`src/plt_pkg.sv`:
```
// Package for the positional list table: field widths, the operation codes
// and the default record capacity.
// No dependencies; positional_list_table imports it.
package plt_pkg;

  localparam int unsigned CAPACITY_DEF = 64;

  localparam int unsigned MODE_W  = 3;
  localparam int unsigned IDX_W   = 7;
  localparam int unsigned CODE_W  = 32;
  localparam int unsigned PRICE_W = 32;
  localparam int unsigned POS_W   = 6;
  localparam int unsigned CNT_W   = 7;

  localparam int unsigned REC_W = CODE_W + PRICE_W;

  // Input payload: index, entry_code, entry_price, padded to whole bytes.
  localparam int unsigned IN_RAW_W   = IDX_W + CODE_W + PRICE_W;
  localparam int unsigned IN_TDATA_W = ((IN_RAW_W + 7) / 8) * 8;
  localparam int unsigned IN_TUSER_W = MODE_W;

  // Output payload: out_code, out_price, position, count, padded to bytes.
  localparam int unsigned OUT_RAW_W   = CODE_W + PRICE_W + POS_W + CNT_W;
  localparam int unsigned OUT_TDATA_W = ((OUT_RAW_W + 7) / 8) * 8;
  localparam int unsigned OUT_TUSER_W = 1;

  typedef enum logic [MODE_W-1:0] {
    M_INSERT_AT   = 3'd0,
    M_APPEND      = 3'd1,
    M_REMOVE_AT   = 3'd2,
    M_REMOVE_LAST = 3'd3,
    M_REMOVE_CODE = 3'd4,
    M_FIND_CODE   = 3'd5,
    M_READ_AT     = 3'd6,
    M_CLEAR       = 3'd7
  } mode_e;

endpackage

```
`src/plt_ram.sv`:
```
// Generic single-port-write, single-port-read RAM with a registered read.
// Self-contained; used by the positional list table for its record store.
module plt_ram #(
  parameter int unsigned WIDTH = 64,
  parameter int unsigned DEPTH = 64
) (
  input  logic                     clk_i,
  input  logic                     we_i,
  input  logic [$clog2(DEPTH)-1:0] waddr_i,
  input  logic [WIDTH-1:0]         wdata_i,
  input  logic                     re_i,
  input  logic [$clog2(DEPTH)-1:0] raddr_i,
  output logic [WIDTH-1:0]         rdata_o
);

  logic [WIDTH-1:0] mem_q [DEPTH];

  always_ff @(posedge clk_i) begin
    if (we_i) begin
      mem_q[waddr_i] <= wdata_i;
    end
    if (re_i) begin
      rdata_o <= mem_q[raddr_i];
    end
  end

endmodule

```
`src/positional_list_table.sv`:
```
// Top level of the positional list table: control sequencer, count register
// and result register around one record RAM. Depends on plt_pkg and plt_ram.
//
// The block keeps an ordered list of up to CAPACITY records, each a
// code and a price word, in one RAM with a registered read.
// One word on the slave stream carries one operation: tuser selects it
// (insert at index, append, remove at index, remove last, remove by code,
// find by code, read at index, clear) and tdata carries index, code, price.
// Every accepted word gives exactly one result word on the master stream:
// tuser holds the ok flag, tdata the record, its position and the count.
// The block works on one word at a time; s_axis_tready is high only while
// the sequencer is idle. Clear and failed index checks go straight to the
// result; append writes the new record, read at index and remove last read
// one record. Insert moves each record behind the position up by one
// through the single RAM port pair, one record per cycle, then writes the
// new one; remove at index moves the records behind it down the same way.
// Find walks from the front to a hit or the end; remove by code then closes
// the gap behind the hit. The next word is taken the cycle after the result.
// Results wait in an output register; a stalled receiver holds the next
// result in the sequencer, and no new word is taken until it moves on.
// Reset empties the list at once; the record RAM itself is not cleared.
module positional_list_table #(
  parameter int unsigned CAPACITY = plt_pkg::CAPACITY_DEF
) (
  input  logic                           clk_i,
  input  logic                           rst_ni,
  // tuser: mode[2:0]
  input  logic [plt_pkg::IN_TUSER_W-1:0] s_axis_tuser,
  // tdata: index[6:0], entry_code[38:7], entry_price[70:39], zero padding
  input  logic [plt_pkg::IN_TDATA_W-1:0] s_axis_tdata,
  input  logic                           s_axis_tvalid,
  output logic                           s_axis_tready,
  // tuser: ok[0]
  output logic [plt_pkg::OUT_TUSER_W-1:0] m_axis_tuser,
  // tdata: out_code[31:0], out_price[63:32], position[69:64],
  //        count[76:70], zero padding
  output logic [plt_pkg::OUT_TDATA_W-1:0] m_axis_tdata,
  output logic                            m_axis_tvalid,
  input  logic                            m_axis_tready
);

  import plt_pkg::*;

  localparam int unsigned AW = $clog2(CAPACITY);
  localparam int unsigned CW = $clog2(CAPACITY + 1);
  // Wide enough to hold the count, any address and any index unchanged.
  localparam int unsigned WW = CW + IDX_W;

  typedef enum logic [5:0] {
    S_IDLE = 6'b000001,
    S_SCAN = 6'b000010,
    S_DOWN = 6'b000100,
    S_UP   = 6'b001000,
    S_WNEW = 6'b010000,
    S_DONE = 6'b100000
  } state_e;

  state_e state_q, state_d;

  mode_e                op_q, op_d;
  logic [CODE_W-1:0]    code_q, code_d;
  logic [PRICE_W-1:0]   price_q, price_d;
  logic [AW-1:0]        pos_q, pos_d;
  logic [CW-1:0]        cnt_q, cnt_d;
  logic [CW-1:0]        rem_q, rem_d;
  logic [AW-1:0]        raddr_q, raddr_d;
  logic                 pend_q, pend_d;
  logic [AW-1:0]        paddr_q, paddr_d;

  logic                 res_ok_q, res_ok_d;
  logic [CODE_W-1:0]    res_code_q, res_code_d;
  logic [PRICE_W-1:0]   res_price_q, res_price_d;
  logic [AW-1:0]        res_pos_q, res_pos_d;

  logic                   out_valid_q, out_valid_d;
  logic                   out_ok_q, out_ok_d;
  logic [OUT_TDATA_W-1:0] out_data_q, out_data_d;

  logic                 mem_we;
  logic [AW-1:0]        mem_waddr;
  logic [REC_W-1:0]     mem_wdata;
  logic                 mem_re;
  logic [AW-1:0]        mem_raddr;
  logic [REC_W-1:0]     mem_rdata;
  logic [CODE_W-1:0]    rd_code;
  logic [PRICE_W-1:0]   rd_price;

  logic [IDX_W-1:0]     in_idx;
  logic [CODE_W-1:0]    in_code;
  logic [PRICE_W-1:0]   in_price;
  logic [WW-1:0]        idx_wide;
  logic [WW-1:0]        cnt_wide;
  logic [WW-1:0]        pos_wide;
  logic                 list_full;
  logic                 list_empty;
  logic                 idx_in_list;
  logic [AW-1:0]        idx_addr;
  logic [AW-1:0]        ins_pos;
  logic                 hit;

  assign in_idx   = s_axis_tdata[IDX_W-1:0];
  assign in_code  = s_axis_tdata[IDX_W +: CODE_W];
  assign in_price = s_axis_tdata[IDX_W+CODE_W +: PRICE_W];

  assign rd_code  = mem_rdata[CODE_W-1:0];
  assign rd_price = mem_rdata[CODE_W +: PRICE_W];

  assign idx_wide    = WW'(in_idx);
  assign cnt_wide    = WW'(cnt_q);
  assign pos_wide    = WW'(res_pos_q);
  assign list_full   = (cnt_q == CW'(CAPACITY));
  assign list_empty  = (cnt_q == '0);
  assign idx_in_list = (idx_wide < cnt_wide);
  assign idx_addr    = AW'(in_idx);
  // Inserting past the end lands right behind the last record.
  assign ins_pos     = idx_in_list ? idx_addr : AW'(cnt_q);
  assign hit         = pend_q && (rd_code == code_q);

  assign s_axis_tready = (state_q == S_IDLE);
  assign m_axis_tvalid = out_valid_q;
  assign m_axis_tuser  = out_ok_q;
  assign m_axis_tdata  = out_data_q;

  plt_ram #(
    .WIDTH (REC_W),
    .DEPTH (CAPACITY)
  ) u_store (
    .clk_i   (clk_i),
    .we_i    (mem_we),
    .waddr_i (mem_waddr),
    .wdata_i (mem_wdata),
    .re_i    (mem_re),
    .raddr_i (mem_raddr),
    .rdata_o (mem_rdata)
  );

  always_comb begin
    state_d     = state_q;
    op_d        = op_q;
    code_d      = code_q;
    price_d     = price_q;
    pos_d       = pos_q;
    cnt_d       = cnt_q;
    rem_d       = rem_q;
    raddr_d     = raddr_q;
    pend_d      = pend_q;
    paddr_d     = paddr_q;
    res_ok_d    = res_ok_q;
    res_code_d  = res_code_q;
    res_price_d = res_price_q;
    res_pos_d   = res_pos_q;
    out_ok_d    = out_ok_q;
    out_data_d  = out_data_q;
    out_valid_d = out_valid_q;

    mem_we    = 1'b0;
    mem_waddr = pos_q;
    mem_wdata = {price_q, code_q};
    mem_re    = 1'b0;
    mem_raddr = raddr_q;

    if (out_valid_q && m_axis_tready) begin
      out_valid_d = 1'b0;
    end

    case (state_q)
      S_IDLE: begin
        if (s_axis_tvalid) begin
          op_d        = mode_e'(s_axis_tuser[MODE_W-1:0]);
          code_d      = in_code;
          price_d     = in_price;
          pend_d      = 1'b0;
          res_ok_d    = 1'b0;
          res_code_d  = '0;
          res_price_d = '0;
          res_pos_d   = '0;
          // Failing cases go straight to the result with the zeroed record.
          state_d     = S_DONE;
          case (mode_e'(s_axis_tuser[MODE_W-1:0]))
            M_INSERT_AT: begin
              if (!list_full && !(list_empty && in_idx != '0)) begin
                pos_d   = ins_pos;
                rem_d   = cnt_q - CW'(ins_pos);
                raddr_d = AW'(cnt_q - CW'(1));
                state_d = S_DOWN;
              end
            end
            M_APPEND: begin
              if (!list_full) begin
                pos_d   = AW'(cnt_q);
                rem_d   = '0;
                state_d = S_DOWN;
              end
            end
            M_REMOVE_AT: begin
              if (idx_in_list) begin
                pos_d   = idx_addr;
                raddr_d = idx_addr;
                rem_d   = cnt_q - CW'(idx_addr);
                state_d = S_UP;
              end
            end
            M_REMOVE_LAST: begin
              if (!list_empty) begin
                pos_d   = AW'(cnt_q - CW'(1));
                raddr_d = AW'(cnt_q - CW'(1));
                rem_d   = CW'(1);
                state_d = S_UP;
              end
            end
            M_REMOVE_CODE, M_FIND_CODE: begin
              raddr_d = '0;
              rem_d   = cnt_q;
              state_d = S_SCAN;
            end
            M_READ_AT: begin
              if (idx_in_list) begin
                pos_d   = idx_addr;
                raddr_d = idx_addr;
                rem_d   = CW'(1);
                state_d = S_UP;
              end
            end
            M_CLEAR: begin
              cnt_d    = '0;
              res_ok_d = 1'b1;
            end
            default: begin
              state_d = S_DONE;
            end
          endcase
        end
      end

      S_SCAN: begin
        if (hit) begin
          pos_d  = paddr_q;
          pend_d = 1'b0;
          if (op_q == M_FIND_CODE) begin
            res_ok_d    = 1'b1;
            res_code_d  = rd_code;
            res_price_d = rd_price;
            res_pos_d   = paddr_q;
            state_d     = S_DONE;
          end else begin
            // Remove the matching record with the ordinary close-up pass.
            raddr_d = paddr_q;
            rem_d   = cnt_q - CW'(paddr_q);
            state_d = S_UP;
          end
        end else if (rem_q != '0) begin
          mem_re  = 1'b1;
          raddr_d = raddr_q + AW'(1);
          rem_d   = rem_q - CW'(1);
          pend_d  = 1'b1;
          paddr_d = raddr_q;
        end else begin
          pend_d = 1'b0;
          if (!pend_q) begin
            state_d = S_DONE;
          end
        end
      end

      S_DOWN: begin
        // Open a gap: each record read in the previous cycle moves up by one.
        if (pend_q) begin
          mem_we    = 1'b1;
          mem_waddr = paddr_q + AW'(1);
          mem_wdata = mem_rdata;
        end
        if (rem_q != '0) begin
          mem_re  = 1'b1;
          raddr_d = raddr_q - AW'(1);
          rem_d   = rem_q - CW'(1);
          pend_d  = 1'b1;
          paddr_d = raddr_q;
        end else begin
          pend_d  = 1'b0;
          state_d = S_WNEW;
        end
      end

      S_WNEW: begin
        mem_we      = 1'b1;
        cnt_d       = cnt_q + CW'(1);
        res_ok_d    = 1'b1;
        res_code_d  = code_q;
        res_price_d = price_q;
        res_pos_d   = pos_q;
        state_d     = S_DONE;
      end

      S_UP: begin
        // The first record read is the result; the ones behind it move
        // down by one to close the gap.
        if (pend_q) begin
          if (paddr_q == pos_q) begin
            res_code_d  = rd_code;
            res_price_d = rd_price;
          end else begin
            mem_we    = 1'b1;
            mem_waddr = paddr_q - AW'(1);
            mem_wdata = mem_rdata;
          end
        end
        if (rem_q != '0) begin
          mem_re  = 1'b1;
          raddr_d = raddr_q + AW'(1);
          rem_d   = rem_q - CW'(1);
          pend_d  = 1'b1;
          paddr_d = raddr_q;
        end else begin
          pend_d    = 1'b0;
          res_ok_d  = 1'b1;
          res_pos_d = pos_q;
          if (op_q != M_READ_AT) begin
            cnt_d = cnt_q - CW'(1);
          end
          state_d = S_DONE;
        end
      end

      S_DONE: begin
        if (!out_valid_q || m_axis_tready) begin
          out_valid_d = 1'b1;
          out_ok_d    = res_ok_q;
          out_data_d  = OUT_TDATA_W'({cnt_wide[CNT_W-1:0], pos_wide[POS_W-1:0],
                                      res_price_q, res_code_q});
          state_d     = S_IDLE;
        end
      end

      default: begin
        state_d = S_IDLE;
      end
    endcase
  end

  always_ff @(posedge clk_i or negedge rst_ni) begin
    if (!rst_ni) begin
      state_q     <= S_IDLE;
      cnt_q       <= '0;
      pend_q      <= 1'b0;
      out_valid_q <= 1'b0;
    end else begin
      state_q     <= state_d;
      cnt_q       <= cnt_d;
      pend_q      <= pend_d;
      out_valid_q <= out_valid_d;
    end
  end

  always_ff @(posedge clk_i) begin
    op_q        <= op_d;
    code_q      <= code_d;
    price_q     <= price_d;
    pos_q       <= pos_d;
    rem_q       <= rem_d;
    raddr_q     <= raddr_d;
    paddr_q     <= paddr_d;
    res_ok_q    <= res_ok_d;
    res_code_q  <= res_code_d;
    res_price_q <= res_price_d;
    res_pos_q   <= res_pos_d;
    out_ok_q    <= out_ok_d;
    out_data_q  <= out_data_d;
  end

endmodule
```
`config.mk`:
```
export PLATFORM = sky130hd
export DESIGN_NAME = positional_list_table
export DESIGN_NICKNAME = d
export VERILOG_FILES = /design/src/plt_pkg.sv /design/src/plt_ram.sv /design/src/positional_list_table.sv
export SDC_FILE = /design/constraint.sdc
export NUM_CORES = 2
export LEC_CHECK = 0
export ABC_AREA = 0
export BUFFER_PORTS_ARGS = -buffer_cell sky130_fd_sc_hd__buf_2
export CORE_ASPECT_RATIO = 0.9
export CORE_MARGIN = 8
export CORE_UTILIZATION = 65
export CTS_CLUSTER_SIZE = 24
export DETAILED_ROUTE_END_ITERATION = 10
export GPL_TIMING_DRIVEN = 0
export PLACE_DENSITY = 0.9
export RECOVER_POWER = 50
export SLEW_MARGIN = 10
export SYNTH_ARGS = -nofsm -noshare
export SYNTH_HDL_FRONTEND = slang
export SYNTH_HIERARCHICAL = 1
export SYNTH_SLANG_ARGS = --single-unit
```
`constraint.sdc`:
```
create_clock -name clk_i -period 22.7 [get_ports clk_i]
set_input_delay 0 -clock clk_i [delete_from_list [all_inputs] [get_ports clk_i]]
set_output_delay 0 -clock clk_i [all_outputs]
set_load 0.01 [all_outputs]
```
==> run_results.csv, run 1 <==
group,metric,value,unit
run_status,run_status,"aborted with a tool error",
run_status,failing_step,"global routing (5_1_grt)",
run_status,run.stop_error,"[ERROR GRT-0232] Routing congestion too high. Check the congestion heatmap in the GUI.",
die,fp.dieW,556,um
synth,synth.yosys.seq_area_share,77.8,%
clock_network,htree_levels,5,
synth,synth_top_area_share,77.6,%
placement,gp_congestion,1.00,
global_route,overflow_left_after_global_routing,129,
die,die_y,502,um
synth,warnings_from_yosys,6,
synth,synth-simple-area-share,3.03,%
synth,async_flop_share,0.340,%
synth,synthAdderAreaFrac,0.214,%
placement,portBuffers,157,
synth,yosys.area.top_type,"sky130_fd_sc_hd__edfxtp_1",
clock_network,cts.path.max_buffers,4,
clock_network,tritoncts_num_sinks,4416,
synth,synthMostInstantiatedCell,"sky130_fd_sc_hd__edfxtp_1",
die,initial_core_util,65.3,%
synth,ys_seq_elements,4416,
synth,synth_compound_area_share,2.69,%
synth,synthXorXnorAreaFrac,0.339,%
global_route,antenna_found_initial,166,
clock_network,post_cts_hold_buffer_count,149,
synth,postSynthCellCount,7935,
placement,place_hpwl,390,mm
clock_network,cts_setup_buffers,0,
synth,largest_family_of_logic_cells_by_synthesized_area,"multiplexers",
synth,mux_contribution_to_synthesized_area,14.5,%
synth,synth_cell_type_count,76,
synth,yosys_most_used_dff,"sky130_fd_sc_hd__edfxtp_1",
die,pin_count,162,
global_route,grt_usage,62.9,%
clock_network,numCtsBuffers,407,
synth,synth_top_cells_by_count,"4401 x sky130_fd_sc_hd__edfxtp_1, 1024 x sky130_fd_sc_hd__mux4_2, 437 x sky130_fd_sc_hd__nand2_1, 207 x sky130_fd_sc_hd__nand3_1, 200 x sky130_fd_sc_hd__clkbuf_1",
synth,synth_edf_count,4401,
synth,syn_area_per_cell,21.5,um^2
synth,netlist_top_cells_area,"sky130_fd_sc_hd__edfxtp_1 78%, sky130_fd_sc_hd__mux4_2 14%, sky130_fd_sc_hd__nand2_1 0.96%",
global_route,grt_start_max_net_pins,78,
die,std_cell_rows,178,
clock_network,number_of_resized_instances_in_the_post_cts_repair_step,0,
clock_network,clock_tree.root_cell,"sky130_fd_sc_hd__clkbuf_16",
synth,mappedNetlistArea,170000,um^2
logic make-up after synthesis:
| group | count (synthesis) |
|---|---|
| adder cells (fa/ha/maj) | 28 |
| flip-flops | 4416 |
| buffers and inverters | 491 |
| AO/OA/AOI/OAI | 651 |
| AND/OR/NAND/NOR | 1097 |
| other | 1 |
| XOR/XNOR | 66 |
| multiplexers | 1185 |
per-layer routing:
| layer | GRT overflow | GRT usage (%) |
|---|---|---|
| met1 | 1 | 60.3 |
| met2 | 57 | 77.6 |
| met3 | 7 | 52.5 |
| met4 | 62 | 60.4 |
| met5 | 2 | 33.8 |
stage by stage:
stage          worst slack [ns]  cell area, um^2  utilization (%)  hold slack [ns]  instances
3_5_place_dp              16.45           182000             69.6          -0.0428      11900
2_1_floorplan             14.88           170000                -           -0.296       7937
4_1_cts                   16.05           196000             75.1            0.118      12800
3_3_place_gp               8.03           176000             67.2          -0.0432      11600
==> inputs of run 2 (changes only) <==
--- a/config.mk
+++ b/config.mk
@@ -7,13 +7,11 @@
 export LEC_CHECK = 0
 export ABC_AREA = 0
 export BUFFER_PORTS_ARGS = -buffer_cell sky130_fd_sc_hd__buf_2
-export CORE_ASPECT_RATIO = 0.9
 export CORE_MARGIN = 8
-export CORE_UTILIZATION = 65
-export CTS_CLUSTER_SIZE = 24
+export CORE_UTILIZATION = 40
 export DETAILED_ROUTE_END_ITERATION = 10
 export GPL_TIMING_DRIVEN = 0
-export PLACE_DENSITY = 0.9
+export PLACE_DENSITY_LB_ADDON = 0.15
 export RECOVER_POWER = 50
 export SLEW_MARGIN = 10
 export SYNTH_ARGS = -nofsm -noshare
==> run 2 against run 1 <==
- synthesized area stayed put
- synthesized cell count is the same
- the flow now finishes, with violations (max-capacitance violations, max-slew violations)
==> run_results.csv, run 2 <==
group,metric,value,unit
sta,fin_max_slew_vios,3206,
synth,yosys.area.top_type,"sky130_fd_sc_hd__edfxtp_1",
final_layout,layout.cells.most_common,"sky130_fd_sc_hd__edfxtp_1",
power,ir_drop,78.0,uV
final_layout,max_flop_register,"u_store/mem_q",
synth,mappedNetlistArea,170000,um^2
critical_path,type_of_element_launching_the_critical_path,"register",
sta,worst_slew_margin_relative_to_its_limit,-150,%
run,drv_cap,72,
sta,skew,0.0831,ns
clock_network,clkTransAtPathRegs,0.06,ns
synth,synthMostInstantiatedCell,"sky130_fd_sc_hd__edfxtp_1",
final_layout,final_area,201000,um^2
die,initial_core_util,40.2,%
synth,synth_edf_count,4401,
power,p_leak,0.0627,uW
final_layout,largest_reg_flops,4096,
synth,syn_area_per_cell,21.5,um^2
global_route,first_global_vias,89600,
synth,synth_top_cells_by_count,"4401 x sky130_fd_sc_hd__edfxtp_1, 1024 x sky130_fd_sc_hd__mux4_2, 437 x sky130_fd_sc_hd__nand2_1, 207 x sky130_fd_sc_hd__nand3_1, 200 x sky130_fd_sc_hd__clkbuf_1",
clock_network,tritoncts_clock_tree,"built",
die,fp.dieArea,447000,um^2
synth,async_flop_share,0.340,%
die,fp.dieW,669,um
clock_network,tritoncts_num_sinks,4416,
drt,detail-route-antenna-nets,0,
synth,warnings_from_yosys,6,
worst_hold_path,hold_path_class,"in -> reg",
final_layout,nets,9151,
drt,wire_per_inst,37.0,um
final_layout,mostFrequentLayoutCells,"4401 x sky130_fd_sc_hd__edfxtp_1, 1024 x sky130_fd_sc_hd__mux4_2, 464 x sky130_fd_sc_hd__clkbuf_16",
run_status,failed_checks,"max-capacitance violations, max-slew violations",
die,pin_count,162,
clock_network,numCtsBuffers,459,
run_status,run_status,"complete, but fails checks",
clock_network,worstSkewPairLatency,1.02,ns
critical_path,timing.critical_path.fanout_max,64,
critical_path,arrival,8.96,ns
clock_network,number_of_resized_instances_in_the_post_cts_repair_step,0,
drt,count_of_tritonroute_iterations_in_the_first_routing_pass,5,
critical_path,gate_family_responsible_for_the_most_delay_along_the_worst_path,"buffers and inverters",
sta,period_share,38.5,%
sta,timing.final.crit_period,8.73,ns
critical_path,required,22.93,ns
sta,finalSetupViolCount,0,
sta,highest_clock_frequency_the_design_can_meet,115,MHz
sta,final.setup.tns,0,ns
final_layout,final_layout_size_suffix_gt1_share,24.6,%
final_layout,area_delta_synth_final,17.8,%
placement,portBuffers,157,
sta,worst_slew_pin_slew,3.76,ns
die,std_cell_rows,239,
critical_path,critical_path_buf_inv_count,4,
clock_network,cts.path.max_buffers,4,
synth,synth_cell_type_count,76,
drt,drt_iter0_markers,11600,
power,powerDensity,127,nW/um^2
clock_network,clock_tree.root_cell,"sky130_fd_sc_hd__clkbuf_16",
die,core,424000,um^2
clock_network,cts_setup_buffers,0,
drt,wl,560,mm
final_layout,num-fill-cells,35200,
synth,synth_top_area_share,77.6,%
clock_network,htree_levels,5,
synth,postSynthCellCount,7935,
critical_path,critical_path.slowest_cell,"sky130_fd_sc_hd__clkbuf_1",
synth,ys_seq_elements,4416,
placement,place_hpwl,396,mm
sta,hold_violations,0,
drt,drt-vias-per-instance,5.95,
critical_path,longest_individual_stage_delay_on_the_worst_path,2.62,ns
global_route,grt_usage,24.6,%
global_route,overflow_left_after_global_routing,0,
critical_path,timing.critical_path.cells,"or4_1 > clkbuf_1 > nor3b_1 > o311ai_0 > nand2_1 > clkbuf_1 > clkbuf_1 > nand2_1 > nand2_4 > clkbuf_1",
synth,netlist_top_cells_area,"sky130_fd_sc_hd__edfxtp_1 78%, sky130_fd_sc_hd__mux4_2 14%, sky130_fd_sc_hd__nand2_1 0.96%",
drt,vias,90000,
critical_path,timing_worst_setup_path_type,"reg -> reg",
placement,postPlaceCellArea,186000,um^2
critical_path,critPathCaptureType,"register",
global_route,grt_first_pass_wirelength,757,mm
global_route,antenna_found_initial,56,
die,die_y,669,um
critical_path,cp_common_cell,"sky130_fd_sc_hd__clkbuf_1",
drt,drc_errors,0,
placement,gp_congestion,0.859,
sta,unrepaired_setup_endpoints_after_global_routing,"false",
global_route,grt_start_max_net_pins,65,
synth,yosys_most_used_dff,"sky130_fd_sc_hd__edfxtp_1",
synth,synth.yosys.seq_area_share,77.8,%
## run 2: worst paths after layout
check                                 from                    end  slack [ns]  cells after the start
setup / recovery                state_q[1]  u_store/mem_q[11][14]       13.97                     10
hold / removal               s_axis_tvalid               cnt_q[0]        0.09                      5
setup reg to reg                state_q[1]  u_store/mem_q[11][14]       13.97                     10
hold reg to reg            res_price_q[14]       m_axis_tdata[46]        0.41                      0
max in group asynchronous           rst_ni                 pend_q       21.99                      3
min in group asynchronous           rst_ni               cnt_q[2]        0.20                      3
## run 2: area by class of cell
cell class	instances	area, um^2	area share (%)
Sequential cell	4416	133000	66.1
Multi-Input combinational cell	3030	35900	17.9
Clock buffer	561	12000	5.97
Timing Repair Buffer	646	8020	4.00
Tap cell	5663	7090	3.53
Clock inverter	273	2600	1.30
Buffer	458	2290	1.14
Inverter	33	128	0.0636
Antenna cell	45	113	0.0561
## run 2: kinds of logic after synthesis
| family | count (synthesis) | synth area share (%) |
|---|---|---|
| flops | 4416 | 77.8 |
| mux | 1185 | 14.5 |
| simple gates | 1097 | 3.03 |
| compound gates | 651 | 2.69 |
| buf+inv | 491 | 1.43 |
| xor+xnor | 66 | 0.339 |
| fa+ha+maj | 28 | 0.214 |
| other cells | 1 | 0.00220 |
## run 2: timing repair
action | in CTS | in global routing
endpoints found under the setup margin | 0 | 0
hold buffers | 152 | 0
hold endpoints to repair | 248 | 0
## run 2: power by group
group | switching, uW | internal [uW]
Clock | 3170 | 4200
Combinational | 5320 | 2590
Sequential | 206 | 9970
## run 2: worst reg2reg max path: stages (launching register included)
cell	delay, ns
sky130_fd_sc_hd__dfrtp_1	0.45
sky130_fd_sc_hd__or4_1	0.56
sky130_fd_sc_hd__clkbuf_1	0.24
sky130_fd_sc_hd__nor3b_1	0.98
sky130_fd_sc_hd__o311ai_0	0.58
sky130_fd_sc_hd__nand2_1	0.48
sky130_fd_sc_hd__clkbuf_1	0.87
sky130_fd_sc_hd__clkbuf_1	0.78
sky130_fd_sc_hd__nand2_1	0.21
sky130_fd_sc_hd__nand2_4	0.11
sky130_fd_sc_hd__clkbuf_1	2.62
## run 2: through the flow
stage / power (uW) / setup WS, ns / hold slack (ns) / util [%] / std cells
detailed placement: 18300 / 16.30 / -0.0502 / 43.8 / 14100
finish: 25500 / 13.97 / 0.0930 / 47.3 / 15100
CTS: 25700 / 16.22 / 0.0125 / 47.6 / 15100
floorplan: 14600 / 14.88 / -0.296 / - / 7937
global placement: 18100 / 5.28 / -0.0645 / 42.0 / 13800
global route: 26200 / 13.90 / 0.0820 / 47.3 / 15100
## run 2: metal layers
metal  up-vias  GRT usage [%]  part of all wire (%)
li1      35700              -                     -
met1     48900           32.5                    39
met2      4501           40.0                    48
met3       909           5.21                   9.0
met4         6           9.63                   4.5
met5         -              0                0.0068
Power figures use the tool's default switching activity.
